## src/rtl/evad_pkg.sv

```systemverilog
// shared types and constants for the energy voice activity detector
`default_nettype none
package evad_pkg;

    localparam int FRAME_SAMPLES = 512;
    localparam int CNT_W = $clog2(FRAME_SAMPLES + 1);
    localparam int SUM_W = 40;
    localparam int FLOOR_W = 27;
    localparam int RQ_W = 32;
    localparam logic [FLOOR_W-1:0] FLOOR_CAP_Q16 = FLOOR_W'(1200) << 16;
    localparam logic [10:0] UP_RATE_Q16 = 11'd1966;

    localparam logic [1:0] CFG_WARMUP = 2'd0;
    localparam logic [1:0] CFG_SNR = 2'd1;
    localparam logic [1:0] CFG_RMS_MIN = 2'd2;
    localparam logic [1:0] CFG_TRIGGER = 2'd3;

    typedef enum logic [6:0] {
        ST_ACC   = 7'b0000001,
        ST_DIV   = 7'b0000010,
        ST_SQRT  = 7'b0000100,
        ST_FLOOR = 7'b0001000,
        ST_WDIV  = 7'b0010000,
        ST_THR   = 7'b0100000,
        ST_OUT   = 7'b1000000
    } state_t;

    typedef struct packed {
        logic acc_en;
        logic start_div;
        logic div_step;
        logic start_sqrt;
        logic sqrt_step;
        logic do_floor;
        logic start_wdiv;
        logic wdiv_step;
        logic do_thr;
        logic load_out;
    } ctrl_t;

    typedef struct packed {
        logic frame_close;
        logic step_last;
        logic latched;
        logic warm;
    } stat_t;

endpackage
`default_nettype wire

```

## src/rtl/evad_datapath.sv

```systemverilog
// datapath: frame accumulator, serial divider, serial square root, floor and threshold
`default_nettype none
module evad_datapath (
    input  wire logic                clk,
    input  wire logic                rst_n,
    input  evad_pkg::ctrl_t          ctrl,
    output evad_pkg::stat_t          stat,
    input  wire logic signed [15:0]  sample,
    input  wire logic                frame_end,
    input  wire logic [7:0]          warmup_frames,
    input  wire logic [11:0]         snr_factor,
    input  wire logic [14:0]         rms_min,
    input  wire logic [7:0]          trigger_frames,
    output logic [15:0]              frame_rms,
    output logic [14:0]              level_threshold,
    output logic                     above_threshold,
    output logic                     warming_up,
    output logic                     voice_triggered,
    output logic [10:0]              floor_level
);
    import evad_pkg::*;

    logic [SUM_W-1:0]   sum_reg, sum_next;
    logic [CNT_W-1:0]   cnt_reg, cnt_next;
    logic [SUM_W-1:0]   quo_reg, quo_next;
    logic [CNT_W:0]     rem_reg, rem_next;
    logic [CNT_W-1:0]   dvs_reg;
    logic [5:0]         step_reg, step_next;
    logic [SUM_W-1:0]   sx_reg, sx_next;
    logic [SUM_W-1:0]   sres_reg, sres_next;
    logic [SUM_W-1:0]   sbit_reg, sbit_next;
    logic [FLOOR_W-1:0] floor_reg, floor_next;
    logic [7:0]         seen_reg;
    logic [7:0]         run_reg;
    logic               latch_reg;
    logic [14:0]        held_reg;
    logic [14:0]        thr_reg;
    logic               above_reg, warm_reg;
    logic [RQ_W:0]      wq_reg, wq_next;
    logic [8:0]         wr_reg, wr_next;
    logic               wup_reg;
    logic [15:0]        rms_reg;
    logic [15:0]        mag;
    logic [31:0]        sq;
    logic [CNT_W-1:0]   cnt_inc;
    logic [CNT_W+1:0]   rem_sh;
    logic [SUM_W-1:0]   s_trial;
    logic [RQ_W-1:0]    rq;
    logic [RQ_W-1:0]    floor_ext;
    logic [RQ_W-1:0]    diff;
    logic [RQ_W+10:0]   up_prod;
    logic [RQ_W-1:0]    fl_tmp;
    logic [9:0]         wr_sh;
    logic [8:0]         wdv;
    logic [FLOOR_W+11:0] thr_prod;
    logic [14:0]        thr_val;
    logic               thr_above;

    assign mag = sample[15] ? 16'(-sample) : 16'(sample);
    assign sq = mag * mag;
    assign cnt_inc = cnt_reg + 1'b1;
    assign stat.frame_close = frame_end || (cnt_inc == CNT_W'(FRAME_SAMPLES));
    assign stat.latched = latch_reg;
    assign stat.warm = seen_reg < warmup_frames;
    assign stat.step_last = (step_reg == 6'd0);
    assign rem_sh = {rem_reg, quo_reg[SUM_W-1]};
    assign s_trial = sres_reg + sbit_reg;
    assign rq = RQ_W'(rms_reg) << 16;
    assign floor_ext = RQ_W'(floor_reg);
    assign diff = (rq >= floor_ext) ? rq - floor_ext : floor_ext - rq;
    assign up_prod = diff * UP_RATE_Q16;
    assign wdv = {1'b0, seen_reg} + 9'd1;
    assign wr_sh = {wr_reg, wq_reg[RQ_W]};
    assign thr_prod = floor_reg * snr_factor;
    assign thr_val = (thr_prod[FLOOR_W+11:24] < {1'b0, rms_min}) ? rms_min
                     : 15'(thr_prod[FLOOR_W+11:24]);
    assign thr_above = {1'b0, rms_reg} > {2'b00, (latch_reg ? held_reg : thr_val)};

    always_comb
    begin
        sum_next = sum_reg;
        cnt_next = cnt_reg;
        quo_next = quo_reg;
        rem_next = rem_reg;
        step_next = step_reg;
        sx_next = sx_reg;
        sres_next = sres_reg;
        sbit_next = sbit_reg;
        wq_next = wq_reg;
        wr_next = wr_reg;
        floor_next = floor_reg;
        fl_tmp = floor_ext;
        if (ctrl.acc_en)
        begin
            sum_next = sum_reg + SUM_W'(sq);
            cnt_next = cnt_inc;
        end
        if (ctrl.start_div)
        begin
            quo_next = sum_reg + SUM_W'(sq);
            rem_next = '0;
            step_next = 6'(SUM_W - 1);
            sum_next = '0;
            cnt_next = '0;
        end
        if (ctrl.div_step)
        begin
            if (rem_sh >= (CNT_W+2)'(dvs_reg))
            begin
                rem_next = (CNT_W+1)'(rem_sh - (CNT_W+2)'(dvs_reg));
                quo_next = {quo_reg[SUM_W-2:0], 1'b1};
            end
            else
            begin
                rem_next = (CNT_W+1)'(rem_sh);
                quo_next = {quo_reg[SUM_W-2:0], 1'b0};
            end
            step_next = step_reg - 6'd1;
        end
        if (ctrl.start_sqrt)
        begin
            sx_next = quo_reg;
            sres_next = '0;
            sbit_next = SUM_W'(1) << (SUM_W - 2);
            step_next = 6'(SUM_W / 2 - 1);
        end
        if (ctrl.sqrt_step)
        begin
            if (sx_reg >= s_trial)
            begin
                sx_next = sx_reg - s_trial;
                sres_next = (sres_reg >> 1) + sbit_reg;
            end
            else
                sres_next = sres_reg >> 1;
            sbit_next = sbit_reg >> 2;
            step_next = step_reg - 6'd1;
        end
        if (ctrl.do_floor)
        begin
            if (rq < floor_ext)
                fl_tmp = floor_ext - (diff >> 1);
            else
                fl_tmp = floor_ext + RQ_W'(up_prod >> 16);
            floor_next = (fl_tmp > RQ_W'(FLOOR_CAP_Q16)) ? FLOOR_CAP_Q16
                                                         : FLOOR_W'(fl_tmp);
        end
        if (ctrl.start_wdiv)
        begin
            wq_next = {1'b0, diff};
            wr_next = '0;
            step_next = 6'(RQ_W);
        end
        if (ctrl.wdiv_step)
        begin
            if (wr_sh >= {1'b0, wdv})
            begin
                wr_next = 9'(wr_sh - {1'b0, wdv});
                wq_next = {wq_reg[RQ_W-1:0], 1'b1};
            end
            else
            begin
                wr_next = 9'(wr_sh);
                wq_next = {wq_reg[RQ_W-1:0], 1'b0};
            end
            step_next = step_reg - 6'd1;
            if (step_reg == 6'd0)
            begin
                fl_tmp = wup_reg ? floor_ext + RQ_W'(wq_next)
                                 : floor_ext - RQ_W'(wq_next);
                floor_next = (fl_tmp > RQ_W'(FLOOR_CAP_Q16)) ? FLOOR_CAP_Q16
                                                             : FLOOR_W'(fl_tmp);
            end
        end
    end

    always_ff @(posedge clk or negedge rst_n)
    begin
        if (!rst_n)
        begin
            sum_reg <= '0;
            cnt_reg <= '0;
            floor_reg <= '0;
            seen_reg <= '0;
            run_reg <= '0;
            latch_reg <= 1'b0;
            held_reg <= '0;
            step_reg <= '0;
        end
        else
        begin
            sum_reg <= sum_next;
            cnt_reg <= cnt_next;
            floor_reg <= floor_next;
            step_reg <= step_next;
            if (ctrl.wdiv_step && step_reg == 6'd0)
                seen_reg <= seen_reg + 8'd1;
            if (ctrl.do_thr && !latch_reg)
            begin
                if (thr_above)
                begin
                    if ((run_reg == 8'd255 ? run_reg : run_reg + 8'd1) >= trigger_frames)
                    begin
                        latch_reg <= 1'b1;
                        held_reg <= thr_val;
                    end
                    if (run_reg != 8'd255)
                        run_reg <= run_reg + 8'd1;
                end
                else
                    run_reg <= '0;
            end
        end
    end

    always_ff @(posedge clk)
    begin
        quo_reg <= quo_next;
        rem_reg <= rem_next;
        sx_reg <= sx_next;
        sres_reg <= sres_next;
        sbit_reg <= sbit_next;
        wq_reg <= wq_next;
        wr_reg <= wr_next;
        if (ctrl.start_div)
            dvs_reg <= cnt_inc;
        if (ctrl.sqrt_step && step_reg == 6'd0)
            rms_reg <= 16'(sres_next);
        if (ctrl.start_wdiv)
            wup_reg <= rq >= floor_ext;
        if (ctrl.do_thr)
        begin
            thr_reg <= latch_reg ? held_reg : thr_val;
            above_reg <= thr_above;
            warm_reg <= 1'b0;
        end
        if (ctrl.start_wdiv)
        begin
            thr_reg <= '0;
            above_reg <= 1'b0;
            warm_reg <= 1'b1;
        end
        if (ctrl.load_out)
        begin
            frame_rms <= rms_reg;
            level_threshold <= thr_reg;
            above_threshold <= above_reg;
            warming_up <= warm_reg;
            voice_triggered <= latch_reg;
            floor_level <= floor_reg[26:16];
        end
    end

`ifndef ASSERT_OFF
    a_floor_cap: assert property (@(posedge clk) disable iff (!rst_n)
        floor_reg <= FLOOR_CAP_Q16) else $error("floor above cap");
    a_latch_hold: assert property (@(posedge clk) disable iff (!rst_n)
        latch_reg |=> latch_reg) else $error("trigger latch dropped");
    a_frozen: assert property (@(posedge clk) disable iff (!rst_n)
        latch_reg |=> $stable(floor_reg)) else $error("floor moved after latch");
`endif
endmodule
`default_nettype wire

```

## src/rtl/evad_ctrl.sv

```systemverilog
// controller state machine sequencing accumulate, divide, root and floor update
`default_nettype none
module evad_ctrl (
    input  wire logic        clk,
    input  wire logic        rst_n,
    input  wire logic        in_valid,
    output logic             in_ready,
    output logic             out_valid,
    input  wire logic        out_ready,
    input  evad_pkg::stat_t  stat,
    output evad_pkg::ctrl_t  ctrl
);
    import evad_pkg::*;

    state_t state_reg, state_next;
    logic   ov_reg, ov_next;
    logic   take;

    assign in_ready = (state_reg == ST_ACC);
    assign out_valid = ov_reg;
    assign take = in_valid && in_ready;

    always_comb
    begin
        ctrl = '0;
        state_next = state_reg;
        ov_next = ov_reg && !out_ready;
        unique case (state_reg)
            ST_ACC:
            begin
                ctrl.acc_en = take;
                if (take && stat.frame_close)
                begin
                    ctrl.start_div = 1'b1;
                    state_next = ST_DIV;
                end
            end
            ST_DIV:
            begin
                ctrl.div_step = 1'b1;
                if (stat.step_last)
                    state_next = ST_SQRT;
            end
            ST_SQRT:
            begin
                ctrl.start_sqrt = 1'b1;
                state_next = ST_FLOOR;
            end
            ST_FLOOR:
            begin
                ctrl.sqrt_step = 1'b1;
                if (stat.step_last)
                    state_next = ST_WDIV;
            end
            ST_WDIV:
            begin
                if (stat.latched)
                begin
                    ctrl.do_thr = 1'b1;
                    state_next = ST_OUT;
                end
                else if (stat.warm)
                begin
                    ctrl.start_wdiv = 1'b1;
                    state_next = ST_THR;
                end
                else
                begin
                    ctrl.do_floor = 1'b1;
                    state_next = ST_THR;
                end
            end
            ST_THR:
            begin
                if (stat.warm && !stat.latched)
                begin
                    ctrl.wdiv_step = 1'b1;
                    if (stat.step_last)
                        state_next = ST_OUT;
                end
                else
                begin
                    ctrl.do_thr = 1'b1;
                    state_next = ST_OUT;
                end
            end
            ST_OUT:
            begin
                if (!ov_reg || out_ready)
                begin
                    ctrl.load_out = 1'b1;
                    ov_next = 1'b1;
                    state_next = ST_ACC;
                end
            end
            default: state_next = ST_ACC;
        endcase
    end

    always_ff @(posedge clk or negedge rst_n)
    begin
        if (!rst_n)
        begin
            state_reg <= ST_ACC;
            ov_reg <= 1'b0;
        end
        else
        begin
            state_reg <= state_next;
            ov_reg <= ov_next;
        end
    end

`ifndef ASSERT_OFF
    a_onehot: assert property (@(posedge clk) disable iff (!rst_n)
        $onehot(state_reg)) else $error("state not one-hot");
    a_load: assert property (@(posedge clk) disable iff (!rst_n)
        ctrl.load_out |=> out_valid) else $error("result lost");
    a_noacc: assert property (@(posedge clk) disable iff (!rst_n)
        ctrl.acc_en |-> state_reg == ST_ACC) else $error("accumulate outside frame");
`endif
endmodule
`default_nettype wire

```

## src/rtl/energy_voice_activity_detector.sv

```systemverilog
// top level of the energy voice activity detector
// after the closing sample the controller runs a 40-step divide and a 20-step square root,
// then the floor update (33-step divide in warm-up, skipped once latched) and out_valid
// throughput: one sample a cycle within a frame; input stalls from frame close until
// the result is loaded, longer while the previous result waits
// reset: asynchronous active low, clears sums, floor, counters, latch, registers to defaults
`default_nettype none
module energy_voice_activity_detector (
    input  wire logic               clk,
    input  wire logic               rst_n,
    input  wire logic               in_valid,
    output logic                    in_ready,
    input  wire logic signed [15:0] sample,
    input  wire logic               frame_end,
    output logic                    out_valid,
    input  wire logic               out_ready,
    output logic [15:0]             frame_rms,
    output logic [14:0]             level_threshold,
    output logic                    above_threshold,
    output logic                    warming_up,
    output logic                    voice_triggered,
    output logic [10:0]             floor_level,
    input  wire logic               cfg_we,
    input  wire logic [1:0]         cfg_index,
    input  wire logic [14:0]        cfg_data
);
    import evad_pkg::*;

    ctrl_t ctrl;
    stat_t stat;
    logic [7:0]  warmup_reg;
    logic [11:0] snr_reg;
    logic [14:0] rmin_reg;
    logic [7:0]  trig_reg;

    always_ff @(posedge clk or negedge rst_n)
    begin
        if (!rst_n)
        begin
            warmup_reg <= 8'd8;
            snr_reg <= 12'd768;
            rmin_reg <= 15'd300;
            trig_reg <= 8'd3;
        end
        else if (cfg_we)
        begin
            unique case (cfg_index)
                CFG_WARMUP:  warmup_reg <= cfg_data[7:0];
                CFG_SNR:     snr_reg <= cfg_data[11:0];
                CFG_RMS_MIN: rmin_reg <= cfg_data;
                CFG_TRIGGER: trig_reg <= cfg_data[7:0];
                default:     ;
            endcase
        end
    end

    evad_ctrl u_ctrl (
        .clk(clk), .rst_n(rst_n), .in_valid(in_valid), .in_ready(in_ready),
        .out_valid(out_valid), .out_ready(out_ready), .stat(stat), .ctrl(ctrl)
    );

    evad_datapath u_dp (
        .clk(clk), .rst_n(rst_n), .ctrl(ctrl), .stat(stat),
        .sample(sample), .frame_end(frame_end),
        .warmup_frames(warmup_reg), .snr_factor(snr_reg), .rms_min(rmin_reg),
        .trigger_frames(trig_reg),
        .frame_rms(frame_rms), .level_threshold(level_threshold),
        .above_threshold(above_threshold), .warming_up(warming_up),
        .voice_triggered(voice_triggered), .floor_level(floor_level)
    );
endmodule
`default_nettype wire
```

## config.mk

```make
export PLATFORM = sky130hd
export DESIGN_NAME = energy_voice_activity_detector
export DESIGN_NICKNAME = d
export VERILOG_FILES = /design/src/rtl/evad_pkg.sv /design/src/rtl/evad_datapath.sv /design/src/rtl/evad_ctrl.sv /design/src/rtl/energy_voice_activity_detector.sv
export SDC_FILE = /design/constraint.sdc
export NUM_CORES = 2
export LEC_CHECK = 0
export BUFFER_PORTS_ARGS = -buffer_cell sky130_fd_sc_hd__buf_2
export CAP_MARGIN = 20
export CORE_AREA = 3 3 571 290
export DETAILED_ROUTE_END_ITERATION = 16
export DIE_AREA = 0 0 574 293
export HOLD_SLACK_MARGIN = 0.02
export PLACE_DENSITY = 0.58
export SYNTH_ARGS = -nofsm -noshare
export SYNTH_HDL_FRONTEND = slang
export SYNTH_HIERARCHICAL = 1
export SYNTH_SLANG_ARGS = --single-unit
```

## constraint.sdc

```tcl
create_clock -name clk -period 15.6 [get_ports clk]
set_input_delay 3.9 -clock clk [delete_from_list [all_inputs] [get_ports clk]]
set_output_delay 3.9 -clock clk [all_outputs]
set_load 0.05 [all_outputs]
```

Word level (Yosys, flattened, before mapping). Cells that the tools add are included. Widths: inputs -> output; s select.

Add/subtract/negate cells: 18. Multipliers: 3. Magnitude comparators: 11. Eq/ne operators: 19. Muxes and demuxes: 72. Reduce and logical (&&, ||, !) cells: 26.

Operators by type and width (number): $mux 40 (10); $mux 27 (5); $mux 32 (4); $mux 33 (3); $mux 37 (2); $gt 32x27->1 const B (2); $sub 27x32->32 (2); $mux 7 (7); $pmux 7 s7 (1); $mul 32x10->42 const B (1); $add 39x39->40 (1); $add 40x32->40 (1); $add 40x39->40 (1); $ge 40x40->1 (1); $sub 40x40->40 (1); $mul 27x12->39 (1); $mux 6 (6); $mux 11 (3); $add 27x32->32 (1); $ge 32x27->1 (1); $lt 32x27->1 (1); $mul 16x16->32 (1); $sub 27x31->32 (1); $sub 32x27->32 (1); other kinds (47) (91).

Flip-flop bits (word level): 448. Bits of input ports: 39. Output and inout port bits: 47. Logic and storage cells: 184.

Depth between registers and ports, before layout.
Word-level depth: 12. Gate-level depth with buffers: 57. Depth with buffers taken out: 52.

By module. Netlist, hierarchy kept.

By module, submodules not included: evad_datapath (instances 1, cells an instance 5959, area an instance 53964.3 um^2, sequential area each 10605.2 um^2); energy_voice_activity_detector (instances 1, cells an instance 92, area an instance 1646.6 um^2, sequential area each 1087.3 um^2); evad_ctrl (instances 1, cells an instance 69, area an instance 575.6 um^2, sequential area each 201.4 um^2).

Least setup slack after synthesis. OpenSTA, ideal clock, no wires.

Kind: register to register. From: register u_dp.floor_reg[25]. To: register u_dp.floor_reg[17]. Setup time: 0.130 ns. Data arrival time: 11.862 ns. Data required time: 15.470 ns. Setup slack: 3.607 ns. Cell stages (with the launch flop): 53. Buffers on the path: 10. Cell sequence: dfrtp_1 > clkbuf_1 > inv_1 > ha_1 > clkbuf_1 > and4b_1 > buf_2 > and2_1 > a22o_1 > nor3_1 > clkbuf_1 > clkbuf_1 > buf_1 > clkbuf_1 > clkbuf_1 > a21oi_1 > xor2_1 > inv_1 > (+17 left out) > a31oi_1 > a41o_1 > o211a_1 > o21a_1 > o21ai_0 > nor2b_1 > xnor2_1 > ha_1 > nand3_1 > a21oi_1 > or4_1 > a31oi_1 > o21bai_1 > o2111ai_1 > o21ba_1 > buf_2 > buf_6 > o31ai_2.

Longest elaborated chain between the ends: 11. Elaborated cells on any way between the ends: 20. Classes of those cells: add/sub: 6; mul: 1; order compare: 4; mux: 9.

RTL lines: from (decl) (line evad_datapath.sv:32) `logic [FLOOR_W-1:0] floor_reg, floor_next;`; from (signal assigned) (line evad_datapath.sv:194) `floor_reg <= floor_next;`; $sub 27x32->32 (tied with other cells) (line evad_datapath.sv:70) `assign diff = (rq >= floor_ext) ? rq - floor_ext : floor_ext - rq;`; $mux 32 (line evad_datapath.sv:70); $mul 32x10->42 (line evad_datapath.sv:71) `assign up_prod = diff * UP_RATE_Q16;`; $add 27x27->28 (line evad_datapath.sv:144) `fl_tmp = floor_ext + RQ_W'(up_prod >> 16);`; $mux 32 (line evad_datapath.sv:141) `if (rq < floor_ext)`; $mux 32 (line evad_datapath.sv:139) `if (ctrl.do_floor)`; $gt 32x27->1 (line evad_datapath.sv:145) `floor_next = (fl_tmp > RQ_W'(FLOOR_CAP_Q16)) ? FLOOR_CAP_Q16`; $mux 27 (line evad_datapath.sv:145); $mux 27 (line evad_datapath.sv:139); $mux 27 (line evad_datapath.sv:167) `if (step_reg == 6'd0)`; $mux 27 * (line evad_datapath.sv:154) `if (ctrl.wdiv_step)`; named net u_dp.floor_next[17] (line evad_datapath.sv:32).

The timed path passes the listed nets; every way through them passes the cells marked *. The select of a mux whose other input is x is not followed. A chain may end at the register's enable or synchronous reset.

Worst setup path after layout.
From: register u_dp.rms_reg[6]. To: register u_dp.floor_reg[5].

Longest elaborated chain between the ends: 11. Elaborated cells on any way between the ends: 15. Classes of those cells: add/sub: 4; mul: 1; order compare: 3; mux: 7.

RTL lines: from (decl) (line evad_datapath.sv:42) `logic [15:0] rms_reg;`; from (signal assigned) (line evad_datapath.sv:228) `rms_reg <= 16'(sres_next);`; $sub 27x32->32 (tied with other cells) (line evad_datapath.sv:70); $mux 32 (line evad_datapath.sv:70); $mul 32x10->42 (line evad_datapath.sv:71); $add 27x27->28 (line evad_datapath.sv:144); $mux 32 * (line evad_datapath.sv:141); $mux 32 * (line evad_datapath.sv:139); $gt 32x27->1 (line evad_datapath.sv:145); $mux 27 * (line evad_datapath.sv:145); $mux 27 * (line evad_datapath.sv:139); $mux 27 (line evad_datapath.sv:167); $mux 27 * (line evad_datapath.sv:154); named net u_dp.floor_next[5] (line evad_datapath.sv:32).

Marks and branches as above.

==> reports/summary.md <==
After synthesis, the largest family of logic cells by area is adder cells. The depth of the worst hold-timing path was 0; the area inside the core boundary was 161,000 um2. For this run the aggregate overflow at the end of global routing stands at 0.

For the sum of negative setup slack, the log shows 0 ns. Clock-pin slew on the worst setup and hold paths: 0.06 ns. After synthesis the netlist holds a flip-flop and latch count of 448. The startpoint kind of the worst setup timing path was a register. The floorplan has 104 rows.

Endpoint of the worst-slack reg-to-reg timing path: u_dp/floor_reg[5]$_DFF_PN0_. The number of library cell types mapped by synthesis is 112. The critical-path cell with the highest stage delay is sky130_fd_sc_hd__o21ba_1.

Summed over all cells, the static leakage comes to 28.3 nW. For the worst supply voltage drop on vdd, the log shows 0.463 mV. Setup violations remaining at the end of the flow were counted as 0. For the post-placement cell count, the log shows 8,259.

Input and output buffers added on the ports amount to 85. The flow ran to the end, and the final reports show no timing, DRC or antenna violations. Area fraction of the dominant cell type after synthesis: 21.6%. In the final layout, the multi-input gates occupy 40,300 um2. The utilization after layout was 38.0%. The adder and majority gate portion of the synthesized area works out to 33.8%.

In the post-synthesis netlist, the cell with the most instances is sky130_fd_sc_hd__inv_1. The largest fanout on the critical path is 34, and the number of top-level pins is 86. First-pass iteration count of the detailed router: 5. The commonest cells after synthesis are sky130_fd_sc_hd__inv_1, sky130_fd_sc_hd__nand2_1, sky130_fd_sc_hd__fa_1, sky130_fd_sc_hd__ha_1, sky130_fd_sc_hd__nor2_1. The sink count of the clock tree is 448, and the peak per-stage delay on the critical path is 0.98 ns.

The cell depth of the worst flop-to-flop path came out at 40. In the final layout, the share of cells above drive strength 1 is 7.96%. The number of stages on the worst setup path was 40; the number of endpoints with negative hold slack in the final report was 0. The warning count from the yosys run was 6. The worst hold path terminates at u_dp/level_threshold[6]$_DFFE_PP_.

Data arrives at the worst endpoint at 13.46 ns. The clock arrives with 0.0493 ns of skew. Data on the critical path is required at its endpoint by 16.06 ns. The routed design has 145,000 um of wire.

The congestion estimate from routability-driven global placement came to 0.861. The detail route stage leaves a number of antenna-violating nets equal to 0. Ranked by total cell area, the synthesized netlist is headed by sky130_fd_sc_hd__fa_1, sky130_fd_sc_hd__ha_1, sky130_fd_sc_hd__edfxtp_1, sky130_fd_sc_hd__dfrtp_1, sky130_fd_sc_hd__inv_1. The tools report the worst flop-to-flop path startpoint as u_dp/rms_reg[6]$_DFFE_PP_. The part of the cycle the worst path needs works out to 83.3%. The run gives 0 as the final count of pins violating max slew. In this run, synthesis inferred 208 flip-flops with an integrated enable. On the critical path the largest part of the delay comes from compound AO/OA/AOI/OAI gates.

Setup repair after global routing left no endpoint under its margin. Synthesized cell area: 56,200 um2. The run gives 113,000 um as the post-DP HPWL.

The run gives 6,120 as the count of mapped cells out of synthesis. TritonCTS built the clock tree. After detailed routing, the number of remaining DRC violations is 0. The number of antenna violations at the first check in global routing is 2, and the floorplan die height is 293 um.

In the synthesized netlist the dominant register cell turns out to be sky130_fd_sc_hd__edfxtp_1. The async set-or-reset flop fraction in the synthesized netlist is 37.1%, and the source-to-sink clock delay at the later pin of the worst-skew pair is 0.64 ns. The final layout contains 7,328 nets. The wire length per cell came out at 17.4 um.

STA classifies the critical path endpoint as a register. Summing all flip-flop and latch instances after layout gives 11,900 um2. The global-route wire length before repair was 237,000 um; the number of H-tree levels was 2. Global routing used 17.3% of the available tracks across all layers. The clock passes through at most 3 buffers. The worst hold path begins at u_dp/thr_reg[6]$_SDFFE_PP0P_. The die is 574 um wide. The logs give 2.60 ns for the setup slack of the most critical reg-to-reg path and 8,356 for the final cell count without fillers.

The logs give 27.8% for the worst max-slew margin expressed relative to the limit and 16,300 for the count of fill cells added during filler insertion. The number of global-route vias before repair was 42,800. Buffers inserted during clock tree synthesis total 50. The transition time at the pin with the least slew margin works out to 1.07 ns. Buffers added to address setup during post-CTS repair amount to 0. For this block, the initial DRC count from the detailed router was 2,629. Clock period minus final worst setup slack: 13.00 ns.

The synthesized design spends more area on one cell type than any other, namely sky130_fd_sc_hd__fa_1. The tools report the number of vias in the routed layout as 42,700. Using the TritonRoute via totals, the vias-per-cell ratio works out to 5.11. The fraction of synthesized area in multiplexers is 3.69%. Dividing total power by cell area gives a power density of 162 nW/um2. The starting utilization of the core area is 35.0%.

The tree is rooted in a sky130_fd_sc_hd__clkbuf_16. Timing would allow up to 0.0769 GHz. Summing the areas of all xor and xnor instances in the mapped netlist gives 6.44% of the synthesized area. The path class of the tightest hold or removal check is register to register. Sequential elements use 21.2% of the synthesized area.

Across the run, the number of max-cap violations was 0. The floorplan step defined a die boundary enclosing 168,000 um2. Counting both buffers and inverters, the worst setup path holds a total of 5.

Hold repair after CTS inserted 0 buffers. Post-CTS repair changed the size of 0 cells. Mean post-synth cell area: 9.18 um2.

The maximum number of pins on one net before global-route repair came out at 92. The overall power of the completed layout came out at 9.91 mW. Summing the areas of all compound-gate instances in the mapped netlist gives 13.0% of the synthesized area.

From synthesis to final layout, the design area changed by 8.57%. The critical path is of the register to register type. Of the total synthesized cell area, the portion taken by AND, OR, NAND and NOR gates is 14.6%.
[layout make-up]
| cell class | count | share of cell area, % |
|---|---|---|
| well taps | 2173 | 4.46 |
| inverters | 841 | 5.17 |
| repair buffers | 189 | 1.99 |
| clock inverters | 32 | 0.556 |
| flip-flops and latches | 448 | 19.5 |
| clock buffers | 62 | 2.21 |
| diodes | 2 | 0.00820 |
| multi-input cells | 4609 | 66.1 |
[worst reg2reg max path: cells and delay by family, from the launching register on]
family / cells / cell delay (ns)
adders and majority gates: 7 / 3.36
AOI/OAI and AO/OA: 16 / 4.99
buffers and inverters: 5 / 1.23
xor gates and xnor gates: 3 / 1.29
DFF: 1 / 0.60
and+or+nand+nor: 9 / 1.34
[cell usage in the layout (no fill, tap or decap), drive strengths merged, types with 14 or more instances in the layout]
cell type  Yosys  final
mux2i         91     91
buf           42    188
inv          830    833
nand3         76     76
nand2b        48     48
dfrtp        156    156
ha           543    543
or4           14     14
nor2b         95     95
a31oi         76     76
xor2         164    164
and2         131    131
and3          54     54
mux2         103    103
nand4         41     41
nor3          94     94
o21bai        42     42
or2           19     19
o21a          38     38
dfxtp         74     74
nor2         443    443
a21oi        289    289
xnor2        237    237
edfxtp       208    208
nor3b         15     15
clkbuf       190     63
a22oi         26     26
o31ai         40     40
a211oi        35     35
nand2        610    610
or3           33     33
fa           607    607
a31o          27     27
clkinv        11     34
o21ai        248    248
nor4          23     23
a21o         105    105
[power by group]
group,internal (mW),total (mW),switching [mW]
registers,1.73,1.88,0.149
clock network,0.678,1.25,0.575
logic,2.84,6.78,3.93
[logic make-up (layout without fill, tap and decap cells)]
logic type | Yosys count | count (layout)
buf+inv | 1073 | 1124
flops | 448 | 448
xor+xnor | 405 | 405
compound gates | 1109 | 1109
fa+ha+maj | 1155 | 1155
simple gates | 1734 | 1734
mux | 194 | 194
other cells | 2 | 14
[per-layer routing]
layer / part of all wire (%) / GRT usage [%] / routed length, um
met3: 3.9 / 1.76 / 5720
met2: 47 / 29.3 / 68900
met4: 2.0 / 3.64 / 2930
met1: 47 / 23.9 / 67900
met5: 0 / 0 / 0
[through the flow]
| step | hold slack [ns] | setup slack (ns) | area [um2] |
|---|---|---|---|
| 3_5_place_dp | 0.419 | 2.12 | 59300 |
| 5_1_grt | 0.454 | 1.86 | 61000 |
| 3_3_place_gp | 0.413 | 2.35 | 59300 |
| 4_1_cts | 0.436 | 2.78 | 61000 |
| 2_1_floorplan | 0.403 | 3.61 | 56200 |
| 6_report | 0.430 | 2.60 | 61000 |
[how the worst max path moves through the flow]
stage / slack, ns / from / end
after floorplan: 3.61 / u_dp/floor_reg[25]$_DFF_PN0_ / u_dp/floor_reg[17]$_DFF_PN0_
after global placement: 2.35 / sample[5] / u_dp/quo_reg[37]$_DFFE_PP_
after detailed placement: 2.12 / sample[5] / u_dp/quo_reg[37]$_DFFE_PP_
after CTS: 2.78 / u_dp/rms_reg[5]$_DFFE_PP_ / u_dp/floor_reg[5]$_DFF_PN0_
after global routing: 1.86 / u_dp/floor_reg[24]$_DFF_PN0_ / u_dp/floor_reg[4]$_DFF_PN0_
final: 2.60 / u_dp/rms_reg[6]$_DFFE_PP_ / u_dp/floor_reg[5]$_DFF_PN0_
Note: power is estimated with default switching activity, not from simulation.
